===== src/design/sdis_pkg.sv =====
// Shared types and constants for the SD/MMC card identification sequencer.
// No dependencies; imported by sdis_core, sd_card_init_sequencer_unit and the testbench.
package sdis_pkg;

    // Item codes
    localparam logic ACT_START    = 1'b0;
    localparam logic ACT_COMPLETE = 1'b1;

    // Command indices
    localparam logic [5:0] CMD_GO_IDLE   = 6'd0;
    localparam logic [5:0] CMD_SEND_OP   = 6'd1;
    localparam logic [5:0] CMD_ALL_CID   = 6'd2;
    localparam logic [5:0] CMD_SET_RCA   = 6'd3;
    localparam logic [5:0] CMD_BUS_WIDTH = 6'd6;
    localparam logic [5:0] CMD_SELECT    = 6'd7;
    localparam logic [5:0] CMD_IF_COND   = 6'd8;
    localparam logic [5:0] CMD_SEND_CSD  = 6'd9;
    localparam logic [5:0] CMD_BLOCKLEN  = 6'd16;
    localparam logic [5:0] CMD_SD_OP     = 6'd41;
    localparam logic [5:0] CMD_APP       = 6'd55;

    // Response kinds
    localparam logic [1:0] RESP_NONE  = 2'd0;
    localparam logic [1:0] RESP_SHORT = 2'd1;
    localparam logic [1:0] RESP_LONG  = 2'd2;

    // Capture hints
    localparam logic [1:0] CAP_NONE = 2'd0;
    localparam logic [1:0] CAP_OCR  = 2'd1;
    localparam logic [1:0] CAP_CID  = 2'd2;
    localparam logic [1:0] CAP_CSD  = 2'd3;

    // Card kinds
    localparam logic [1:0] KIND_UNKNOWN = 2'd0;
    localparam logic [1:0] KIND_MMC     = 2'd1;
    localparam logic [1:0] KIND_SD1     = 2'd2;
    localparam logic [1:0] KIND_SD2     = 2'd3;

    // Arguments and masks
    localparam logic [31:0] IF_COND_ARG    = 32'h0000_01AA;
    localparam logic [11:0] IF_COND_ECHO   = 12'h1AA;
    localparam logic [31:0] HCS_OP_ARG     = 32'h4002_0000;
    localparam logic [31:0] VOLT_WINDOW    = 32'h00FF_8000;
    localparam logic [31:0] BUS_4BIT_ARG   = 32'h0000_0002;
    localparam logic [31:0] BLOCK_LEN_ARG  = 32'd512;
    localparam logic [31:0] STATUS_ERR_MSK = 32'hFDF9_0000;
    localparam int          OCR_BUSY_BIT   = 31;
    localparam int          OCR_CCS_BIT    = 30;
    localparam int          APP_CMD_BIT    = 5;
    localparam logic [15:0] MMC_RCA        = 16'h0001;

    localparam logic [7:0] RETRY_LIMIT_RESET = 8'd100;

    typedef struct packed {
        logic        action;
        logic        cmd_sent;
        logic        resp_end;
        logic        crc_fail;
        logic [31:0] resp_word0;
    } item_t;

    typedef struct packed {
        logic        cmd_valid;
        logic [5:0]  cmd_index;
        logic [31:0] cmd_arg;
        logic [1:0]  resp_kind;
        logic [1:0]  capture_kind;
        logic        done_res;
        logic        failed;
        logic [1:0]  card_kind;
        logic        block_addressing;
        logic [15:0] card_address;
        logic        wide_bus;
    } result_t;

endpackage


===== src/design/sdis_core.sv =====
// Identification state machine: holds the sequencer state and decides the next
// command for each transfer. Depends on sdis_pkg.
module sdis_core (
    input  logic            clk,
    input  logic            rst_n,
    input  logic            en,
    input  sdis_pkg::item_t item,
    input  logic [7:0]      retry_limit,
    output sdis_pkg::result_t res
);
    import sdis_pkg::*;

    typedef enum logic [3:0] {
        PH_IDLE, PH_CMD0, PH_CMD8, PH_POLL2, PH_PROBE, PH_POLL1,
        PH_CMD2, PH_CMD3, PH_CMD9, PH_CMD7, PH_CMD16, PH_ACMD6
    } phase_t;

    phase_t      phase_reg, phase_next;
    logic        app_reg, app_next;
    logic [7:0]  attempt_reg, attempt_next;
    logic [1:0]  kind_reg, kind_next;
    logic        block_reg, block_next;
    logic [15:0] rca_reg, rca_next;
    logic        cmd1_reg, cmd1_next;
    logic        wide_reg, wide_next;

    logic        ok;
    logic        do_handle;
    logic        crc_tolerant;
    logic        sd;
    logic        status_bad;
    logic [5:0]  acmd_idx;
    logic [31:0] acmd_arg;

    always_comb
    begin
        sd         = kind_reg[1];
        status_bad = |(item.resp_word0 & STATUS_ERR_MSK);
        acmd_idx   = (phase_reg == PH_ACMD6) ? CMD_BUS_WIDTH : CMD_SD_OP;
        if (phase_reg == PH_POLL2)
            acmd_arg = HCS_OP_ARG;
        else if (phase_reg == PH_ACMD6)
            acmd_arg = BUS_4BIT_ARG;
        else
            acmd_arg = VOLT_WINDOW;
        // CMD41 and CMD1 responses carry no valid CRC
        crc_tolerant = (phase_reg == PH_POLL2) || (phase_reg == PH_PROBE) ||
                       (phase_reg == PH_POLL1);

        phase_next   = phase_reg;
        app_next     = app_reg;
        attempt_next = attempt_reg;
        kind_next    = kind_reg;
        block_next   = block_reg;
        rca_next     = rca_reg;
        cmd1_next    = cmd1_reg;
        wide_next    = wide_reg;

        res = '0;
        ok = 1'b0;
        do_handle = 1'b0;

        if (item.action == ACT_START)
        begin
            phase_next   = PH_CMD0;
            app_next     = 1'b0;
            attempt_next = '0;
            kind_next    = KIND_UNKNOWN;
            block_next   = 1'b0;
            rca_next     = '0;
            cmd1_next    = 1'b0;
            wide_next    = 1'b0;
            res.cmd_valid = 1'b1;
            res.cmd_index = CMD_GO_IDLE;
            res.cmd_arg   = '0;
            res.resp_kind = RESP_NONE;
        end
        else if (phase_reg != PH_IDLE)
        begin
            if (app_reg)
            begin
                app_next = 1'b0;
                if (item.resp_end && item.resp_word0[APP_CMD_BIT])
                begin
                    res.cmd_valid = 1'b1;
                    res.cmd_index = acmd_idx;
                    res.cmd_arg   = acmd_arg;
                    res.resp_kind = RESP_SHORT;
                end
                else
                    do_handle = 1'b1;   // prefix failed: the ACMD counts as failed
            end
            else
            begin
                do_handle = 1'b1;
                if (phase_reg == PH_CMD0)
                    ok = item.cmd_sent;
                else
                    ok = item.resp_end || (item.crc_fail && crc_tolerant);
            end
        end

        if (do_handle)
        begin
            unique case (phase_reg)
                PH_CMD0:
                begin
                    phase_next    = PH_CMD8;
                    res.cmd_valid = 1'b1;
                    res.cmd_index = CMD_IF_COND;
                    res.cmd_arg   = IF_COND_ARG;
                    res.resp_kind = RESP_SHORT;
                end
                PH_CMD8:
                begin
                    if (ok && item.resp_word0[11:0] == IF_COND_ECHO)
                    begin
                        kind_next    = KIND_SD2;
                        phase_next   = PH_POLL2;
                        attempt_next = 8'd1;
                        app_next     = 1'b1;
                    end
                    else
                    begin
                        phase_next = PH_PROBE;
                        app_next   = 1'b1;
                    end
                    res.cmd_valid = 1'b1;
                    res.cmd_index = CMD_APP;
                    res.cmd_arg   = {rca_reg, 16'h0000};
                    res.resp_kind = RESP_SHORT;
                end
                PH_PROBE:
                begin
                    kind_next    = ok ? KIND_SD1 : KIND_MMC;
                    cmd1_next    = !ok;
                    phase_next   = PH_POLL1;
                    attempt_next = 8'd1;
                    res.cmd_valid = 1'b1;
                    res.resp_kind = RESP_SHORT;
                    if (ok)
                    begin
                        app_next      = 1'b1;
                        res.cmd_index = CMD_APP;
                        res.cmd_arg   = {rca_reg, 16'h0000};
                    end
                    else
                    begin
                        res.cmd_index = CMD_SEND_OP;
                        res.cmd_arg   = VOLT_WINDOW;
                    end
                end
                PH_POLL2, PH_POLL1:
                begin
                    if (ok && item.resp_word0[OCR_BUSY_BIT])
                    begin
                        if (phase_reg == PH_POLL2)
                            block_next = item.resp_word0[OCR_CCS_BIT];
                        res.capture_kind = CAP_OCR;
                        phase_next    = PH_CMD2;
                        res.cmd_valid = 1'b1;
                        res.cmd_index = CMD_ALL_CID;
                        res.cmd_arg   = '0;
                        res.resp_kind = RESP_LONG;
                    end
                    else if (attempt_reg >= retry_limit)
                    begin
                        phase_next   = PH_IDLE;
                        app_next     = 1'b0;
                        res.done_res = 1'b1;
                        res.failed   = 1'b1;
                    end
                    else
                    begin
                        attempt_next  = attempt_reg + 8'd1;
                        res.cmd_valid = 1'b1;
                        res.resp_kind = RESP_SHORT;
                        if (phase_reg == PH_POLL1 && cmd1_reg)
                        begin
                            res.cmd_index = CMD_SEND_OP;
                            res.cmd_arg   = VOLT_WINDOW;
                        end
                        else
                        begin
                            app_next      = 1'b1;
                            res.cmd_index = CMD_APP;
                            res.cmd_arg   = {rca_reg, 16'h0000};
                        end
                    end
                end
                PH_CMD2, PH_CMD3, PH_CMD9, PH_CMD7, PH_CMD16, PH_ACMD6:
                begin
                    if (!ok || ((phase_reg == PH_CMD16 || phase_reg == PH_ACMD6) && status_bad))
                    begin
                        phase_next   = PH_IDLE;
                        app_next     = 1'b0;
                        res.done_res = 1'b1;
                        res.failed   = 1'b1;
                    end
                    else
                    begin
                        unique case (phase_reg)
                            PH_CMD2:
                            begin
                                res.capture_kind = CAP_CID;
                                phase_next    = PH_CMD3;
                                res.cmd_valid = 1'b1;
                                res.cmd_index = CMD_SET_RCA;
                                res.cmd_arg   = sd ? 32'h0 : {MMC_RCA, 16'h0000};
                                res.resp_kind = RESP_SHORT;
                            end
                            PH_CMD3:
                            begin
                                rca_next      = sd ? item.resp_word0[31:16] : MMC_RCA;
                                phase_next    = PH_CMD9;
                                res.cmd_valid = 1'b1;
                                res.cmd_index = CMD_SEND_CSD;
                                res.cmd_arg   = {rca_next, 16'h0000};
                                res.resp_kind = RESP_LONG;
                            end
                            PH_CMD9:
                            begin
                                res.capture_kind = CAP_CSD;
                                phase_next    = PH_CMD7;
                                res.cmd_valid = 1'b1;
                                res.cmd_index = CMD_SELECT;
                                res.cmd_arg   = {rca_reg, 16'h0000};
                                res.resp_kind = RESP_SHORT;
                            end
                            PH_CMD7, PH_CMD16:
                            begin
                                if (phase_reg == PH_CMD7 && !block_reg)
                                begin
                                    phase_next    = PH_CMD16;
                                    res.cmd_valid = 1'b1;
                                    res.cmd_index = CMD_BLOCKLEN;
                                    res.cmd_arg   = BLOCK_LEN_ARG;
                                    res.resp_kind = RESP_SHORT;
                                end
                                else if (sd)
                                begin
                                    phase_next    = PH_ACMD6;
                                    app_next      = 1'b1;
                                    res.cmd_valid = 1'b1;
                                    res.cmd_index = CMD_APP;
                                    res.cmd_arg   = {rca_reg, 16'h0000};
                                    res.resp_kind = RESP_SHORT;
                                end
                                else
                                begin
                                    phase_next   = PH_IDLE;
                                    app_next     = 1'b0;
                                    res.done_res = 1'b1;
                                end
                            end
                            default:
                            begin
                                // bus width switch accepted
                                wide_next    = 1'b1;
                                phase_next   = PH_IDLE;
                                app_next     = 1'b0;
                                res.done_res = 1'b1;
                            end
                        endcase
                    end
                end
                default:
                    phase_next = PH_IDLE;
            endcase
        end

        res.card_kind        = kind_next;
        res.block_addressing = block_next;
        res.card_address     = rca_next;
        res.wide_bus         = wide_next;
    end

    always_ff @(posedge clk or negedge rst_n)
    begin
        if (!rst_n)
        begin
            phase_reg   <= PH_IDLE;
            app_reg     <= 1'b0;
            attempt_reg <= '0;
            kind_reg    <= KIND_UNKNOWN;
            block_reg   <= 1'b0;
            rca_reg     <= '0;
            cmd1_reg    <= 1'b0;
            wide_reg    <= 1'b0;
        end
        else if (en)
        begin
            phase_reg   <= phase_next;
            app_reg     <= app_next;
            attempt_reg <= attempt_next;
            kind_reg    <= kind_next;
            block_reg   <= block_next;
            rca_reg     <= rca_next;
            cmd1_reg    <= cmd1_next;
            wide_reg    <= wide_next;
        end
    end

    a_start_clears: assert property (@(posedge clk) disable iff (!rst_n)
        (en && item.action == ACT_START) |=>
            (phase_reg == PH_CMD0 && attempt_reg == 8'd0 && !app_reg && !wide_reg))
        else $error("start did not restart the sequence");

    a_app_phase: assert property (@(posedge clk) disable iff (!rst_n)
        app_reg |-> (phase_reg == PH_POLL2 || phase_reg == PH_POLL1 ||
                     phase_reg == PH_PROBE || phase_reg == PH_ACMD6))
        else $error("CMD55 prefix pending outside an ACMD phase");

    a_cmd1_mmc: assert property (@(posedge clk) disable iff (!rst_n)
        cmd1_reg |-> (kind_reg == KIND_MMC))
        else $error("CMD1 polling on a card that is not MMC");

endmodule


===== src/design/sd_card_init_sequencer_unit.sv =====
// SD/MMC card identification sequencer, top level: input and result registers
// around the decision logic. Depends on sdis_pkg and sdis_core.
//
// One completion (or start) transfer in, one next-command result out. The
// block takes one item per cycle unless back-pressure holds it; each item
// passes the input register, then the single-pass decision in sdis_core into
// the result register. Back-pressure on the result side stalls the input side
// only once both registers are full. The user must write retry_limit through
// cfg_wr_en/cfg_wr_data only while no transfer is in flight; the block does
// not enforce this. retry_limit resets to 100 and a value of 0 behaves as 1.
module sd_card_init_sequencer_unit (
    input  logic        clk,
    input  logic        rst_n,
    input  logic        cfg_wr_en,
    input  logic [7:0]  cfg_wr_data,
    input  logic        in_valid,
    output logic        in_stall,
    input  logic        action,
    input  logic        cmd_sent,
    input  logic        resp_end,
    input  logic        crc_fail,
    input  logic        timed_out,
    input  logic [31:0] resp_word0,
    input  logic [31:0] resp_word1,
    input  logic [31:0] resp_word2,
    input  logic [31:0] resp_word3,
    output logic        out_valid,
    input  logic        out_stall,
    output logic        cmd_valid,
    output logic [5:0]  cmd_index,
    output logic [31:0] cmd_arg,
    output logic [1:0]  resp_kind,
    output logic [1:0]  capture_kind,
    output logic        done_res,
    output logic        failed,
    output logic [1:0]  card_kind,
    output logic        block_addressing,
    output logic [15:0] card_address,
    output logic        wide_bus
);
    import sdis_pkg::*;

    logic [7:0] limit_reg;
    logic    in_valid_reg;
    item_t   item_reg;
    logic    out_valid_reg;
    result_t res_reg;
    result_t res_next;
    logic    advance;
    logic    fire;

    assign advance  = !out_valid_reg || !out_stall;
    assign fire     = in_valid_reg && advance;
    assign in_stall = in_valid_reg && !advance;

    always_ff @(posedge clk or negedge rst_n)
    begin
        if (!rst_n)
            limit_reg <= RETRY_LIMIT_RESET;
        else if (cfg_wr_en)
            limit_reg <= cfg_wr_data;
    end

    always_ff @(posedge clk or negedge rst_n)
    begin
        if (!rst_n)
        begin
            in_valid_reg  <= 1'b0;
            out_valid_reg <= 1'b0;
        end
        else
        begin
            if (!in_stall)
                in_valid_reg <= in_valid;
            if (advance)
                out_valid_reg <= in_valid_reg;
        end
    end

    always_ff @(posedge clk)
    begin
        if (in_valid && !in_stall)
        begin
            item_reg.action     <= action;
            item_reg.cmd_sent   <= cmd_sent;
            item_reg.resp_end   <= resp_end;
            item_reg.crc_fail   <= crc_fail;
            item_reg.resp_word0 <= resp_word0;
        end
        if (fire)
            res_reg <= res_next;
    end

    sdis_core u_core (
        .clk         (clk),
        .rst_n       (rst_n),
        .en          (fire),
        .item        (item_reg),
        .retry_limit (limit_reg),
        .res         (res_next)
    );

    assign out_valid        = out_valid_reg;
    assign cmd_valid        = res_reg.cmd_valid;
    assign cmd_index        = res_reg.cmd_index;
    assign cmd_arg          = res_reg.cmd_arg;
    assign resp_kind        = res_reg.resp_kind;
    assign capture_kind     = res_reg.capture_kind;
    assign done_res         = res_reg.done_res;
    assign failed           = res_reg.failed;
    assign card_kind        = res_reg.card_kind;
    assign block_addressing = res_reg.block_addressing;
    assign card_address     = res_reg.card_address;
    assign wide_bus         = res_reg.wide_bus;

    a_fail_is_done: assert property (@(posedge clk) disable iff (!rst_n)
        (out_valid && failed) |-> done_res)
        else $error("failure reported without end of sequence");

    a_done_no_cmd: assert property (@(posedge clk) disable iff (!rst_n)
        (out_valid && done_res) |-> !cmd_valid)
        else $error("command issued on the transfer that ends the sequence");

    a_idle_cmd_zero: assert property (@(posedge clk) disable iff (!rst_n)
        (out_valid && !cmd_valid) |->
            (cmd_index == '0 && cmd_arg == '0 && resp_kind == RESP_NONE))
        else $error("command fields not cleared without a command");

endmodule


===== config.mk =====
export PLATFORM = sky130hd
export DESIGN_NAME = sd_card_init_sequencer_unit
export DESIGN_NICKNAME = d
export VERILOG_FILES = /design/src/design/sdis_pkg.sv /design/src/design/sdis_core.sv /design/src/design/sd_card_init_sequencer_unit.sv
export SDC_FILE = /design/constraint.sdc
export NUM_CORES = 1
export LEC_CHECK = 0
export ABC_AREA = 1
export ABC_CLOCK_PERIOD_IN_PS = 3400
export BUFFER_PORTS_ARGS = -buffer_cell sky130_fd_sc_hd__buf_2
export CAP_MARGIN = 20
export CELL_PAD_IN_SITES_DETAIL_PLACEMENT = 0
export CELL_PAD_IN_SITES_GLOBAL_PLACEMENT = 2
export CORE_MARGIN = 1
export CORE_UTILIZATION = 30
export DETAILED_ROUTE_END_ITERATION = 10
export PLACE_DENSITY = 0.79
export SLEW_MARGIN = 20
export SYNTH_ARGS = -nofsm -noshare
export SYNTH_HDL_FRONTEND = slang
export SYNTH_SLANG_ARGS = --single-unit

===== constraint.sdc =====
create_clock -name clk -period 3.4 [get_ports clk]
set_input_delay 0.68 -clock clk [delete_from_list [all_inputs] [get_ports clk]]
set_output_delay 0.68 -clock clk [all_outputs]
set_load 0.005 [all_outputs]

==> results.md <==
- Largest family of logic cells by synthesized area: simple AND/OR/NAND/NOR gates
- Post-synth top area cell: edfxtp_1
- CTS tree: done
- P_leak: 3.832 nW
- Relative slew slack: 40.91%
- Clk slew on worst S/H paths: 0.06 ns
- Drt drc: 0
- Post-Syn Instances: 826
- Final wirelength: 20,510 µm
- Initial Util: 30.64%
- Min Clock Period, post-route: 2.741 ns
- Worst reg2reg path endpoint: cmd_index[1]
- Hold WS: 0.2798 ns
- Net count reported at finish: 1,097
- Final GP Congestion: 0.8488
- Reg2reg path depth: 12
- Final Max Tran Viols: 0
- CP arrival: 2.91 ns
- Vias: 5,918
- Fmax: 364.8 MHz
- First-pass GRT wire length: 32,950 µm
- Die height: 154.1 µm
- Final setup violation count: 0
- WL/cell: 16.54 µm
- Post-synth ARST share: 34.11%
- Yosys cell types: 45
- # clock sinks: 129
- Reg2Reg Setup Slack: 0.66 ns
- Post-Synth Simple-Gate Area: 25.56%
- Setup Skew: 0.008645 ns
- Req. time, crit path: 3.57 ns
- Row count: 55
- Post-Synth XOR/XNOR Area: 0.5051%
- Adder-cell share of the synthesized area: 1.623%
- Antenna cell count: 0
- Worst IR Drop VDD: 413.7 µV
- Core Region: 0.02264 mm²
- Total negative slack: 0 ns
- Synth area leaders: edfxtp_1 37%, dfrtp_1 15%, nand2_1 12%
- Startpoint Class: flop
- Number of flops mapped to enable cells by yosys: 85
- Synth Warn #: 0
- Pwr per Cell Area: 698.2 mW/mm²
- Post-CTS Setup Bufs: 0
- CP Class: flop to flop
- Worst-margin pin slew: 0.8853 ns
- Area Overhead vs Synth: 21.46%
- Hold Buf Count CTS: 0
- Overall power: 5.882 mW
- Compound-gate portion of the synthesized area: 11.44%
- HPWL Detailed: 14,790 µm
- Drt pass-1 iters: 5
- Initial antenna violation count: 0
- Top cell type's share of synthesized area: 36.80%
- Width of the die: 154.1 µm
- Syn Area/Cell: 8.398 µm²
- First-iteration detailed-routing DRC count: 390
- Number of global-route vias before repair: 5,723
- Hold Crit Class: input pin to asynchronous set/reset pin
- Mux share of post-synthesis cell area: 0.1623%
- Top_reg_cell synth: edfxtp_1
- GR Overflow Total: 0
- Clk_lat worst skew: 0.42 ns
- Reg2reg start: u_core.phase_reg[0]
- Layout cell share with drive strength beyond 1: 19.79%
- Root buf cell: clkbuf_16
- CP Capture Type: flop
- Most frequent cells in the layout: 229 x nand2_1, 102 x buf_2, 85 x inv_1, 85 x edfxtp_1, 75 x nor2_1
- Status: completed
- PortBufs: 102
- Max_cap viols: 0
- Largest register FFs: 32
- H-tree levels: 4
- PostCTS Resize Cnt: 0
- Most common cell after layout, fill and taps aside: nand2_1
- Yosys reg bits: 129
- I/O Pins: 213
- Num CTS Buffers: 17
- Largest net degree at the start of global routing: 102
- Crit-path max FO: 10
- Drt via density: 4.773
- RSZ-0062 raised after global routing: false
- Sequential share of the synthesized area: 52.72%
- Cell Area, Synth: 0.006937 mm²
- Clock buffer depth: 2
- Post-DRT Antenna Nets: 0
- Die outline area: 0.02373 mm²
- Fin crit share: 80.63%
- Total track usage: 18.33%
- Hold Violations, Final: 0
[critical path: stages, from the launching register on]
cell and delay, ns:
dfrtp_1 0.46, inv_1 0.16, nor2_4 0.06, nand2_1 0.24, inv_2 0.11, nor2_1 0.19, nand2_4 0.14, nand3_4 0.18
clkinv_1 0.35, o21ai_0 0.28, nand4_1 0.17, nand2_1 0.10, nand2_1 0.05
[metrics by stage]
stage | setup WS, ns | utilization, % | cell area (µm²) | cells
final | 0.6586 | 37.21 | 8426 | 1240
after detailed placement | 0.7590 | 34.55 | 7821 | 1208
after CTS | 0.7415 | 37.21 | 8426 | 1240
after floorplan | 0.01510 | - | 6967 | 834
after global routing | 0.4783 | 37.21 | 8426 | 1240
after global placement | 0.7358 | 34.55 | 7821 | 1208
[power by group]
part           switching (mW)  internal [mW]  leakage (nW)
Clock                   0.727           1.17         0.285
Sequential              0.165           1.92          1.39
Combinational            1.31          0.591          2.15
Total                    2.20           3.68          3.83
[final cells by class]
type	instances	area [µm²]
Inverter	90	337.8
Clock inverter	14	165.2
Multi-Input combinational cell	578	2766
Fill cell	2362	14210
Tap cell	285	356.6
Sequential cell	129	3657
Clock buffer	18	439.2
Timing Repair Buffer	126	703.2
[Yosys cell counts, types with 2 or more instances]
cell type  instances
a31oi_1            2
inv_1             85
xor2_1             2
inv_2              3
a21oi_1           58
nor3_1             6
buf_1              2
buf_2              5
buf_4             16
nand3b_1           2
nand2_4            2
ha_1               9
clkbuf_1          13
o22ai_1            3
o211ai_1           3
nand2_2            3
edfxtp_1          85
nand4_1           18
dfstp_2            3
xnor2_1            2
a21boi_0           4
o21ai_2            6
clkinv_1           2
nand3_1           59
nor2_4             3
o21ai_0           59
o21ai_1            5
nor2_1            76
dfrtp_1           41
nand2_1          229
nor2_2             6
[worst max path at each step]
stage                         from  slack, ns                to
3_5_place_dp          limit_reg[6]       0.76      cmd_index[4]
2_1_floorplan            out_stall       0.02  block_addressing
3_3_place_gp   u_core.phase_reg[0]       0.74      cmd_index[1]
5_1_grt               limit_reg[6]       0.48      cmd_index[4]
4_1_cts               limit_reg[6]       0.74      cmd_index[4]
6_report       u_core.phase_reg[0]       0.66      cmd_index[1]
[metal layers]
metal / up-vias / routed length (µm) / track usage (%)
met4: 0 / 275 / 5.571
met2: 149 / 8660 / 26.82
met5: - / 0 / 0
met3: 15 / 935 / 3.100
li1: 2977 / - / -
met1: 2777 / 10640 / 27.38
[cells by family after synthesis]
family | count (synthesis)
mux | 1
fa+ha+maj | 9
buf+inv | 127
compound gates | 146
other cells | 1
flops | 129
simple gates | 409
xor+xnor | 4
Power figures use the tool's default switching activity.
